File: config.mk
export PLATFORM = sky130hd
export DESIGN_NAME = int_divide_modulo_power_unit_flat
export DESIGN_NICKNAME = d
export VERILOG_FILES = /design/src/sv/idmp_pkg.sv /design/src/sv/idmp_in_if.sv /design/src/sv/idmp_out_if.sv /design/src/sv/int_divide_modulo_power_unit.sv /design/src/sv/idmp_div_core.sv /design/src/sv/idmp_mul_core.sv /design/src/flat_wrapper.sv
export SDC_FILE = /design/constraint.sdc
export NUM_CORES = 2
export LEC_CHECK = 0
export BUFFER_PORTS_ARGS = -buffer_cell sky130_fd_sc_hd__buf_2
export CAP_MARGIN = 30
export CORE_UTILIZATION = 40
export CTS_CLUSTER_DIAMETER = 150
export DETAILED_ROUTE_END_ITERATION = 10
export GPL_TIMING_DRIVEN = 0
export HOLD_SLACK_MARGIN = 0.03
export PLACE_DENSITY_LB_ADDON = 0.3
export SETUP_SLACK_MARGIN = 0.3
export SLEW_MARGIN = 20
export SYNTH_ARGS = -nofsm -noshare
export SYNTH_HDL_FRONTEND = slang
export SYNTH_HIERARCHICAL = 1
export SYNTH_SLANG_ARGS = --single-unit
File: constraint.sdc
create_clock -name clk_i -period 12.2 [get_ports clk_i]
set_input_delay 1.22 -clock clk_i [delete_from_list [all_inputs] [get_ports clk_i]]
set_output_delay 1.22 -clock clk_i [all_outputs]
set_load 0.01 [all_outputs]
File: src/sv/idmp_pkg.sv
`timescale 1ns / 1ps
// Shared constants and types for the integer divide / modulo / power unit.
// No dependencies.
package idmp_pkg;

  // Arithmetic width; operands use their low DATA_WIDTH bits (8 to 64).
  localparam int DATA_WIDTH = 64;
  // Width of the operand and result fields on the ports.
  localparam int OPND_W     = 64;
  // Split point for the 64-bit wrapped multiply on a half-width multiplier.
  localparam int HALF_W     = (DATA_WIDTH + 1) / 2;
  // Divider iteration counter width.
  localparam int CNT_W      = $clog2(DATA_WIDTH + 1);

  typedef logic [DATA_WIDTH-1:0] data_t;

  typedef enum logic [1:0] {
    OP_QUO = 2'd0,
    OP_REM = 2'd1,
    OP_MOD = 2'd2,
    OP_POW = 2'd3
  } opcode_e;

  typedef enum logic [1:0] {
    ST_OK      = 2'd0,
    ST_DIVZERO = 2'd1,
    ST_NEGEXP  = 2'd2
  } status_e;

endpackage

File: src/sv/idmp_in_if.sv
`timescale 1ns / 1ps
// Input channel: opcode and two signed operands, valid/ready handshake.
// Depends on idmp_pkg.
interface idmp_in_if
  import idmp_pkg::*;
();
  logic                     valid;
  logic                     ready;
  opcode_e                  opcode;
  logic signed [OPND_W-1:0] operand_a;
  logic signed [OPND_W-1:0] operand_b;

  modport source (output valid, output opcode, output operand_a, output operand_b,
                  input ready);
  modport sink   (input valid, input opcode, input operand_a, input operand_b,
                  output ready);
endinterface

File: src/sv/idmp_out_if.sv
`timescale 1ns / 1ps
// Output channel: result value and status, valid/ready handshake.
// Depends on idmp_pkg.
interface idmp_out_if
  import idmp_pkg::*;
();
  logic                     valid;
  logic                     ready;
  logic signed [OPND_W-1:0] result_value;
  status_e                  status;

  modport source (output valid, output result_value, output status, input ready);
  modport sink   (input valid, input result_value, input status, output ready);
endinterface

File: src/sv/int_divide_modulo_power_unit.sv
`timescale 1ns / 1ps
// Signed integer divide / remainder / modulo / power unit, top level.
// Depends on idmp_pkg, idmp_in_if, idmp_out_if, idmp_div_core, idmp_mul_core.
//
// One beat in, one beat out. Opcode QUO truncates toward zero (most negative
// by -1 wraps), REM takes the dividend's sign, MOD the divisor's sign, POW is
// square-and-multiply wrapped to DATA_WIDTH bits. A zero divisor gives status
// DIVZERO and a negative exponent gives NEGEXP, both with a zero result.
// The unit works on one beat at a time: in.ready is high only while idle.
// Divide ops run on the one-bit-per-cycle restoring divider; zero-divisor and
// negative-exponent beats skip it and go straight to the result. POW runs a
// multiply for each set bit of the exponent and a squaring for each shift that
// leaves a nonzero exponent; each wrapped multiply takes four steps on the
// shared half-width multiplier before the product is handed back. A finished
// result sits in an output register, so the next beat is taken while it waits.

module int_divide_modulo_power_unit
  import idmp_pkg::*;
(
  input  logic clk_i,
  input  logic rst_ni,
  idmp_in_if.sink    in_i,
  idmp_out_if.source out_o
);

  typedef enum logic [3:0] {
    S_IDLE,
    S_DIV,
    S_NEG,
    S_FIX,
    S_PCHK,
    S_PMUL,
    S_PSHIFT,
    S_PSQR,
    S_DONE
  } state_e;

  state_e  state_q, state_d;
  opcode_e op_q, op_d;
  status_e st_q, st_d;
  logic    sa_q, sa_d;
  logic    sb_q, sb_d;
  logic    rnz_q, rnz_d;
  data_t   b_q, b_d;
  data_t   res_q, res_d;
  data_t   expo_q, expo_d;
  data_t   pacc_q, pacc_d;
  data_t   fac_q, fac_d;

  logic                     out_valid_q, out_valid_d;
  logic signed [OPND_W-1:0] out_res_q, out_res_d;
  status_e                  out_st_q, out_st_d;

  logic  in_acc;
  data_t a_in, b_in;
  data_t a_mag, b_mag;
  logic  div_start, div_done;
  data_t div_quo, div_rem;
  logic  mul_start, mul_done;
  data_t mul_a, mul_prod;
  data_t expo_shr;
  logic  neg_res;

  assign in_i.ready = (state_q == S_IDLE);
  assign in_acc     = in_i.valid && in_i.ready;

  // Only the low DATA_WIDTH bits of each operand count.
  assign a_in  = in_i.operand_a[DATA_WIDTH-1:0];
  assign b_in  = in_i.operand_b[DATA_WIDTH-1:0];
  assign a_mag = a_in[DATA_WIDTH-1] ? (data_t'(0) - a_in) : a_in;
  assign b_mag = b_in[DATA_WIDTH-1] ? (data_t'(0) - b_in) : b_in;

  assign div_start = in_acc && (in_i.opcode != OP_POW) && (b_in != '0);

  idmp_div_core u_div (
    .clk_i      (clk_i),
    .rst_ni     (rst_ni),
    .start_i    (div_start),
    .dividend_i (a_mag),
    .divisor_i  (b_mag),
    .done_o     (div_done),
    .quo_o      (div_quo),
    .rem_o      (div_rem)
  );

  idmp_mul_core u_mul (
    .clk_i   (clk_i),
    .rst_ni  (rst_ni),
    .start_i (mul_start),
    .a_i     (mul_a),
    .b_i     (fac_q),
    .done_o  (mul_done),
    .prod_o  (mul_prod)
  );

  assign expo_shr = expo_q >> 1;
  // Quotient sign is sign(a) ^ sign(b); remainder follows the dividend.
  assign neg_res  = (op_q == OP_QUO) ? (sa_q ^ sb_q) : sa_q;

  always_comb begin
    state_d     = state_q;
    op_d        = op_q;
    st_d        = st_q;
    sa_d        = sa_q;
    sb_d        = sb_q;
    rnz_d       = rnz_q;
    b_d         = b_q;
    res_d       = res_q;
    expo_d      = expo_q;
    pacc_d      = pacc_q;
    fac_d       = fac_q;
    out_valid_d = out_valid_q;
    out_res_d   = out_res_q;
    out_st_d    = out_st_q;
    mul_start   = 1'b0;
    mul_a       = pacc_q;

    if (out_valid_q && out_o.ready) begin
      out_valid_d = 1'b0;
    end

    case (state_q)
      S_IDLE: begin
        if (in_acc) begin
          op_d  = in_i.opcode;
          b_d   = b_in;
          sa_d  = a_in[DATA_WIDTH-1];
          sb_d  = b_in[DATA_WIDTH-1];
          res_d = '0;
          st_d  = ST_OK;
          if (in_i.opcode == OP_POW) begin
            if (b_in[DATA_WIDTH-1]) begin
              st_d    = ST_NEGEXP;
              state_d = S_DONE;
            end else begin
              pacc_d  = data_t'(1);
              fac_d   = a_in;
              expo_d  = b_in;
              state_d = S_PCHK;
            end
          end else if (b_in == '0) begin
            st_d    = ST_DIVZERO;
            state_d = S_DONE;
          end else begin
            state_d = S_DIV;
          end
        end
      end
      S_DIV: begin
        if (div_done) begin
          res_d   = (op_q == OP_QUO) ? div_quo : div_rem;
          rnz_d   = (div_rem != '0);
          state_d = S_NEG;
        end
      end
      S_NEG: begin
        if (neg_res) begin
          res_d = data_t'(0) - res_q;
        end
        // Modulo: nonzero remainder with mismatched signs moves by the divisor.
        if ((op_q == OP_MOD) && rnz_q && (sa_q != sb_q)) begin
          state_d = S_FIX;
        end else begin
          state_d = S_DONE;
        end
      end
      S_FIX: begin
        res_d   = res_q + b_q;
        state_d = S_DONE;
      end
      S_PCHK: begin
        if (expo_q == '0) begin
          res_d   = pacc_q;
          state_d = S_DONE;
        end else if (expo_q[0]) begin
          mul_start = 1'b1;
          state_d   = S_PMUL;
        end else begin
          state_d = S_PSHIFT;
        end
      end
      S_PMUL: begin
        if (mul_done) begin
          pacc_d  = mul_prod;
          state_d = S_PSHIFT;
        end
      end
      S_PSHIFT: begin
        expo_d = expo_shr;
        if (expo_shr != '0) begin
          mul_a     = fac_q;
          mul_start = 1'b1;
          state_d   = S_PSQR;
        end else begin
          state_d = S_PCHK;
        end
      end
      S_PSQR: begin
        if (mul_done) begin
          fac_d   = mul_prod;
          state_d = S_PCHK;
        end
      end
      S_DONE: begin
        if (!out_valid_q || out_o.ready) begin
          out_res_d   = OPND_W'($signed(res_q));
          out_st_d    = st_q;
          out_valid_d = 1'b1;
          state_d     = S_IDLE;
        end
      end
      default: begin
        state_d = S_IDLE;
      end
    endcase
  end

  always_ff @(posedge clk_i or negedge rst_ni) begin
    if (!rst_ni) begin
      state_q     <= S_IDLE;
      out_valid_q <= 1'b0;
    end else begin
      state_q     <= state_d;
      out_valid_q <= out_valid_d;
    end
  end

  always_ff @(posedge clk_i) begin
    op_q      <= op_d;
    st_q      <= st_d;
    sa_q      <= sa_d;
    sb_q      <= sb_d;
    rnz_q     <= rnz_d;
    b_q       <= b_d;
    res_q     <= res_d;
    expo_q    <= expo_d;
    pacc_q    <= pacc_d;
    fac_q     <= fac_d;
    out_res_q <= out_res_d;
    out_st_q  <= out_st_d;
  end

  assign out_o.valid        = out_valid_q;
  assign out_o.result_value = out_res_q;
  assign out_o.status       = out_st_q;

endmodule

File: src/sv/idmp_div_core.sv
`timescale 1ns / 1ps
// Radix-2 restoring unsigned divider, one quotient bit per cycle.
// Depends on idmp_pkg.
module idmp_div_core
  import idmp_pkg::*;
(
  input  logic  clk_i,
  input  logic  rst_ni,
  input  logic  start_i,
  input  data_t dividend_i,
  input  data_t divisor_i,
  output logic  done_o,
  output data_t quo_o,
  output data_t rem_o
);

  logic               busy_q, busy_d;
  logic               done_q, done_d;
  logic [CNT_W-1:0]   cnt_q, cnt_d;
  data_t              rem_q, rem_d;
  data_t              quo_q, quo_d;
  data_t              dvsr_q, dvsr_d;
  logic [DATA_WIDTH:0] shifted;
  logic [DATA_WIDTH:0] diff;
  logic               fits;

  assign shifted = {rem_q, quo_q[DATA_WIDTH-1]};
  assign diff    = shifted - {1'b0, dvsr_q};
  assign fits    = !diff[DATA_WIDTH];

  always_comb begin
    busy_d = busy_q;
    done_d = 1'b0;
    cnt_d  = cnt_q;
    rem_d  = rem_q;
    quo_d  = quo_q;
    dvsr_d = dvsr_q;
    if (start_i) begin
      busy_d = 1'b1;
      cnt_d  = '0;
      rem_d  = '0;
      quo_d  = dividend_i;
      dvsr_d = divisor_i;
    end else if (busy_q) begin
      rem_d = fits ? diff[DATA_WIDTH-1:0] : shifted[DATA_WIDTH-1:0];
      quo_d = {quo_q[DATA_WIDTH-2:0], fits};
      cnt_d = cnt_q + CNT_W'(1);
      if (cnt_q == CNT_W'(DATA_WIDTH - 1)) begin
        busy_d = 1'b0;
        done_d = 1'b1;
      end
    end
  end

  always_ff @(posedge clk_i or negedge rst_ni) begin
    if (!rst_ni) begin
      busy_q <= 1'b0;
      done_q <= 1'b0;
      cnt_q  <= '0;
    end else begin
      busy_q <= busy_d;
      done_q <= done_d;
      cnt_q  <= cnt_d;
    end
  end

  always_ff @(posedge clk_i) begin
    rem_q  <= rem_d;
    quo_q  <= quo_d;
    dvsr_q <= dvsr_d;
  end

  assign done_o = done_q;
  assign quo_o  = quo_q;
  assign rem_o  = rem_q;

endmodule

File: src/sv/idmp_mul_core.sv
`timescale 1ns / 1ps
// Wrapped DATA_WIDTH-bit multiply on one half-width multiplier, three partial
// products accumulated in turn. Depends on idmp_pkg.
module idmp_mul_core
  import idmp_pkg::*;
(
  input  logic  clk_i,
  input  logic  rst_ni,
  input  logic  start_i,
  input  data_t a_i,
  input  data_t b_i,
  output logic  done_o,
  output data_t prod_o
);

  localparam int HI_W = DATA_WIDTH - HALF_W;

  logic                  busy_q, busy_d;
  logic                  done_q, done_d;
  logic [1:0]            cnt_q, cnt_d;
  data_t                 opa_q, opa_d;
  data_t                 opb_q, opb_d;
  data_t                 acc_q, acc_d;
  logic [2*HALF_W-1:0]   pp_q, pp_d;
  logic [HALF_W-1:0]     a_lo, a_hi, b_lo, b_hi;
  logic [HALF_W-1:0]     mul_x, mul_y;
  data_t                 pp_trunc;

  assign a_lo = opa_q[HALF_W-1:0];
  assign b_lo = opb_q[HALF_W-1:0];
  assign a_hi = HALF_W'(opa_q[DATA_WIDTH-1:HALF_W]);
  assign b_hi = HALF_W'(opb_q[DATA_WIDTH-1:HALF_W]);
  assign pp_trunc = DATA_WIDTH'(pp_q);

  // Partial product select: lo*lo, lo*hi, hi*lo (hi*hi falls off the top).
  always_comb begin
    case (cnt_q)
      2'd0:    begin mul_x = a_lo; mul_y = b_lo; end
      2'd1:    begin mul_x = a_lo; mul_y = b_hi; end
      default: begin mul_x = a_hi; mul_y = b_lo; end
    endcase
  end

  always_comb begin
    busy_d = busy_q;
    done_d = 1'b0;
    cnt_d  = cnt_q;
    opa_d  = opa_q;
    opb_d  = opb_q;
    acc_d  = acc_q;
    pp_d   = pp_q;
    if (start_i) begin
      busy_d = 1'b1;
      cnt_d  = '0;
      opa_d  = a_i;
      opb_d  = b_i;
      acc_d  = '0;
    end else if (busy_q) begin
      pp_d  = (2*HALF_W)'(mul_x) * (2*HALF_W)'(mul_y);
      cnt_d = cnt_q + 2'd1;
      case (cnt_q)
        2'd0:    acc_d = acc_q;
        2'd1:    acc_d = acc_q + pp_trunc;
        default: acc_d = acc_q + (pp_trunc << HALF_W);
      endcase
      if (cnt_q == 2'd3) begin
        busy_d = 1'b0;
        done_d = 1'b1;
      end
    end
  end

  always_ff @(posedge clk_i or negedge rst_ni) begin
    if (!rst_ni) begin
      busy_q <= 1'b0;
      done_q <= 1'b0;
      cnt_q  <= '0;
    end else begin
      busy_q <= busy_d;
      done_q <= done_d;
      cnt_q  <= cnt_d;
    end
  end

  always_ff @(posedge clk_i) begin
    opa_q <= opa_d;
    opb_q <= opb_d;
    acc_q <= acc_d;
    pp_q  <= pp_d;
  end

  assign done_o = done_q;
  assign prod_o = acc_q;

  // High halves are zero-extended to HALF_W, so HI_W must not exceed HALF_W.
  if (HI_W > HALF_W) begin : g_bad_split
    $error("multiplier split wider than half width");
  end

endmodule

File: src/flat_wrapper.sv
// flat-port wrapper written by rule: the top's interface ports become plain ports
module int_divide_modulo_power_unit_flat import idmp_pkg::*;
  (clk_i, rst_ni, in_i_valid, in_i_opcode, in_i_operand_a, in_i_operand_b, in_i_ready, out_o_valid, out_o_result_value, out_o_status, out_o_ready);
  idmp_in_if in_i_i ();
  idmp_out_if out_o_i ();
  input  logic clk_i;
  input  logic rst_ni;
  input wire logic [$bits(in_i_i.valid)-1:0] in_i_valid;
  input wire logic [$bits(in_i_i.opcode)-1:0] in_i_opcode;
  input wire logic [$bits(in_i_i.operand_a)-1:0] in_i_operand_a;
  input wire logic [$bits(in_i_i.operand_b)-1:0] in_i_operand_b;
  output wire logic [$bits(in_i_i.ready)-1:0] in_i_ready;
  output wire logic [$bits(out_o_i.valid)-1:0] out_o_valid;
  output wire logic [$bits(out_o_i.result_value)-1:0] out_o_result_value;
  output wire logic [$bits(out_o_i.status)-1:0] out_o_status;
  input wire logic [$bits(out_o_i.ready)-1:0] out_o_ready;
  assign in_i_i.valid = in_i_valid;
  assign in_i_i.opcode = in_i_opcode;
  assign in_i_i.operand_a = in_i_operand_a;
  assign in_i_i.operand_b = in_i_operand_b;
  assign in_i_ready = in_i_i.ready;
  assign out_o_valid = out_o_i.valid;
  assign out_o_result_value = out_o_i.result_value;
  assign out_o_status = out_o_i.status;
  assign out_o_i.ready = out_o_ready;
  int_divide_modulo_power_unit u_core (.clk_i(clk_i), .rst_ni(rst_ni), .in_i(in_i_i), .out_o(out_o_i));
endmodule
==> results.sh <==
export IMPL_worst_path_dominant_cell_family="adder cells"
export IMPL_drt_iter0_drc=8477
export IMPL_layout_skew_ns=0.0545
export IMPL_yosys_area_top_type_share_pct=25.8
export IMPL_synth_top_cells_by_area="sky130_fd_sc_hd__edfxtp_1 (26%), sky130_fd_sc_hd__fa_1 (22%), sky130_fd_sc_hd__ha_1 (7.4%)"
export IMPL_report_final_hold_viol_count=0
export IMPL_hold_path_startpoint="u_core/st_q[0]$_SDFFCE_PP0P_"
export IMPL_worst_slew_pin_slew_ns=1.14
export IMPL_worstSetupPathType="flop to flop"
export IMPL_cts_bufs_inserted=87
export IMPL_multiInputGateArea_sq_um=53300
export IMPL_die_width_um=457
export IMPL_tritoncts_clock_tree="done"
export IMPL_dp_cells=11400
export IMPL_area_growth_pct=10.4
export IMPL_die_area_sq_um=209000
export IMPL_layout_drive_gt1_share_pct=10.1
export IMPL_cts_buffer_depth=3
export IMPL_routed_len_inst_um=30.4
export IMPL_remaining_drc_errors=0
export IMPL_ff_to_ff_start="u_core/u_mul/cnt_q[1]$_DFFE_PN0P_"
export IMPL_wirelength_routed_um=353000
export IMPL_timing_critical_path_from_type="flop"
export IMPL_design_core_area_sq_um=205000
export IMPL_ys_dominant_reg_cell="sky130_fd_sc_hd__edfxtp_1"
export IMPL_synth_top_area_cell="sky130_fd_sc_hd__edfxtp_1"
export IMPL_path_clk_slew_ns=0.07
export IMPL_synth_warning_count=6
export IMPL_yosysMostFrequentCell="sky130_fd_sc_hd__inv_1"
export IMPL_timing_max_cap_violations=0
export IMPL_number_of_antenna_violations_at_the_first_check_in_global_routing=67
export IMPL_final_max_slew_violation_count=0
export IMPL_max_stage_delay_ns=0.75
export IMPL_syn_cell_area_sq_um=82700
export IMPL_rrSetupSlack_ns=0.29
export IMPL_proportion_of_synthesized_flip_flops_having_asynchronous_set_or_reset_pct=2.10
export IMPL_cp_max_fo=10
export IMPL_post_synth_num_cell_types=103
export IMPL_routed_via_count=70000
export IMPL_number_of_enable_flip_flop_cells_after_synthesis=711
export IMPL_crit_path_start="u_core/u_mul/cnt_q[1]$_DFFE_PN0P_"
export IMPL_num_nets_final=10300
export IMPL_die_height_um=457
export IMPL_rows=166
export IMPL_clock_fmax_mhz=84.0
export IMPL_cts_htree_levels=3
export IMPL_cts_sinks=857
export IMPL_outcome="finished, final reports clean"
export IMPL_timing_critical_path_slowest_stage_cell="sky130_fd_sc_hd__mux2i_4"
export IMPL_critical_path_most_common_cell="sky130_fd_sc_hd__fa_1"
export IMPL_final_setup_viol_count=0
export IMPL_grt_overflow=0
export IMPL_seqCellArea_sq_um=24400
export IMPL_kind_of_end_point_of_the_critical_path="flop"
export IMPL_groute_usage_overall_pct=33.3
export IMPL_io_pin_count=202
export IMPL_grt_setup_unrepaired="no"
export IMPL_clk_root_buffer_cell="sky130_fd_sc_hd__clkbuf_16"
export IMPL_r2r_worst_path_cells=30
export IMPL_timing_slew_headroom_pct=23.7
export IMPL_num_fill_cells=19800
export IMPL_reg2reg_to="u_core/u_mul/pp_q[62]$_DFFE_PP_"
export IMPL_dp_hpwl_um=296000
export IMPL_syn_instance_count=8457
export IMPL_period_share_pct=97.6
export IMPL_worstPathArrival_ns=12.35
export IMPL_hold_path_class="flop to flop"
export IMPL_ys_seq_area_share_pct=29.4
export IMPL_port_buffers=201
export IMPL_final_period_minus_worst_setup_slack_ns=11.91
export IMPL_worst_hold_path_endpoint="u_core/out_o.status[0]$_DFFE_PP_"
export IMPL_finalWeightedCongestion=1.08
export IMPL_synth_seq_cells=857
export IMPL_hold_depth=0
export IMPL_route_detailed_vias_per_inst=6.03
export IMPL_synth_avg_cell_area_sq_um=9.78
export IMPL_grt_pass1_wl_um=496000
export IMPL_grt_max_degree=64
export IMPL_cp_data_required_time_ns=12.64
export IMPL_synthTopCellsByCount="sky130_fd_sc_hd__inv_1 (979), sky130_fd_sc_hd__nor2_1 (945), sky130_fd_sc_hd__nand2_1 (919)"
export IMPL_cp_buffers_inverters=8
export IMPL_final_antenna_net_count=0
export IMPL_synthesis_nets=9983
export IMPL_via_count_of_the_first_global_routing_pass=68400
export IMPL_fin_cells=11600
export IMPL_firstDrtPassIters=7
export IMPL_cts_repair_timing_setup_buffer_count=0
export IMPL_initial_utilization_pct=40.4
export IMPL_clk_latency_ns=0.74
-- registers in the layout (all words and copies together), names as in the netlist, 4 cells and up --
register,count
u_core/res_q,64
u_core/u_div/cnt_q,7
u_core/u_div/rem_o,64
u_core/u_mul/opa_q,64
u_core/u_div/quo_o,64
u_core/u_mul/prod_o,64
u_core/b_q,63
u_core/fac_q,64
u_core/out_o.result_value,64
u_core/state_q,4
u_core/u_mul/pp_q,64
u_core/pacc_q,64
u_core/expo_q,63
u_core/u_div/dvsr_q,64
u_core/u_mul/opb_q,64
-- stage by stage --
stage	setup WS (ns)	hold WS, ns	cell area [sq um]	utilization [%]	setup TNS, ns
global placement	-1.20	0.406	87100	42.5	-7.80
floorplan	3.04	0.400	82700	-	0
global route	0.322	0.428	91400	44.6	0
finish	0.289	0.422	91400	44.6	0
detailed placement	-0.454	0.419	88200	43.0	-0.657
CTS	0.286	0.421	91100	44.5	0
-- kinds of logic after synthesis --
kind of cell,count (synthesis),share of synthesized area (%)
xor gates and xnor gates,435,4.65
AOI/OAI and AO/OA,1457,11.6
adders and majority gates,1392,29.2
DFF,857,29.4
buffers and inverters,1405,6.45
muxes,390,5.19
and+or+nand+nor,2521,13.4
-- worst max-delay path by stage --
stage                                            to  slack (ns)  cells after the start
global placement    u_core/u_mul/pp_q[61]$_DFFE_PP_       -1.20                     29
floorplan           u_core/u_mul/pp_q[56]$_DFFE_PP_        3.04                     31
CTS                 u_core/u_mul/pp_q[63]$_DFFE_PP_        0.29                     29
detailed placement  u_core/u_mul/pp_q[61]$_DFFE_PP_       -0.45                     30
finish              u_core/u_mul/pp_q[62]$_DFFE_PP_        0.29                     30
global route        u_core/u_mul/pp_q[63]$_DFFE_PP_        0.32                     31
-- cell usage in the layout, fill, tap and decap left out, drive strengths merged, types with 52 or more instances in the layout --
cell	n
nor3	88
nand4	92
mux2i	77
xor2	143
and3	102
clkbuf	480
o31ai	55
inv	988
edfxtp	711
o21ai	274
fa	900
nand2	919
dfxtp	128
mux2	313
buf	321
xnor2	292
ha	492
nand3	70
nor4	65
nor2	945
a21oi	457
a21o	161
o221ai	52
-- per-layer routing --
layer | global-route usage, % | wire length [um]
met5 | 0 | 130
met4 | 25.9 | 31700
met2 | 51.3 | 157000
met3 | 5.69 | 31600
met1 | 41.5 | 132000
-- repair_timing --
item / CTS / global route
endpoints found under the setup margin: 10 / 5
pin swaps: 0 / 0
hold buffers: 0 / 0
gates cloned: 0 / 0
gates resized for setup: 11 / 37
-- layout make-up --
cell class	instances	area share, %
Antenna cell	39	0.107
Sequential cell	857	26.7
Tap cell	2688	3.68
Inverter	979	4.03
Clock inverter	58	0.633
Clock buffer	105	2.52
Multi-Input combinational cell	6195	58.4
Timing Repair Buffer	274	2.13
Buffer	424	1.85
Power is not shown: default switching activity piles up to over one toggle a cycle in this logic, so the estimate is an artifact.
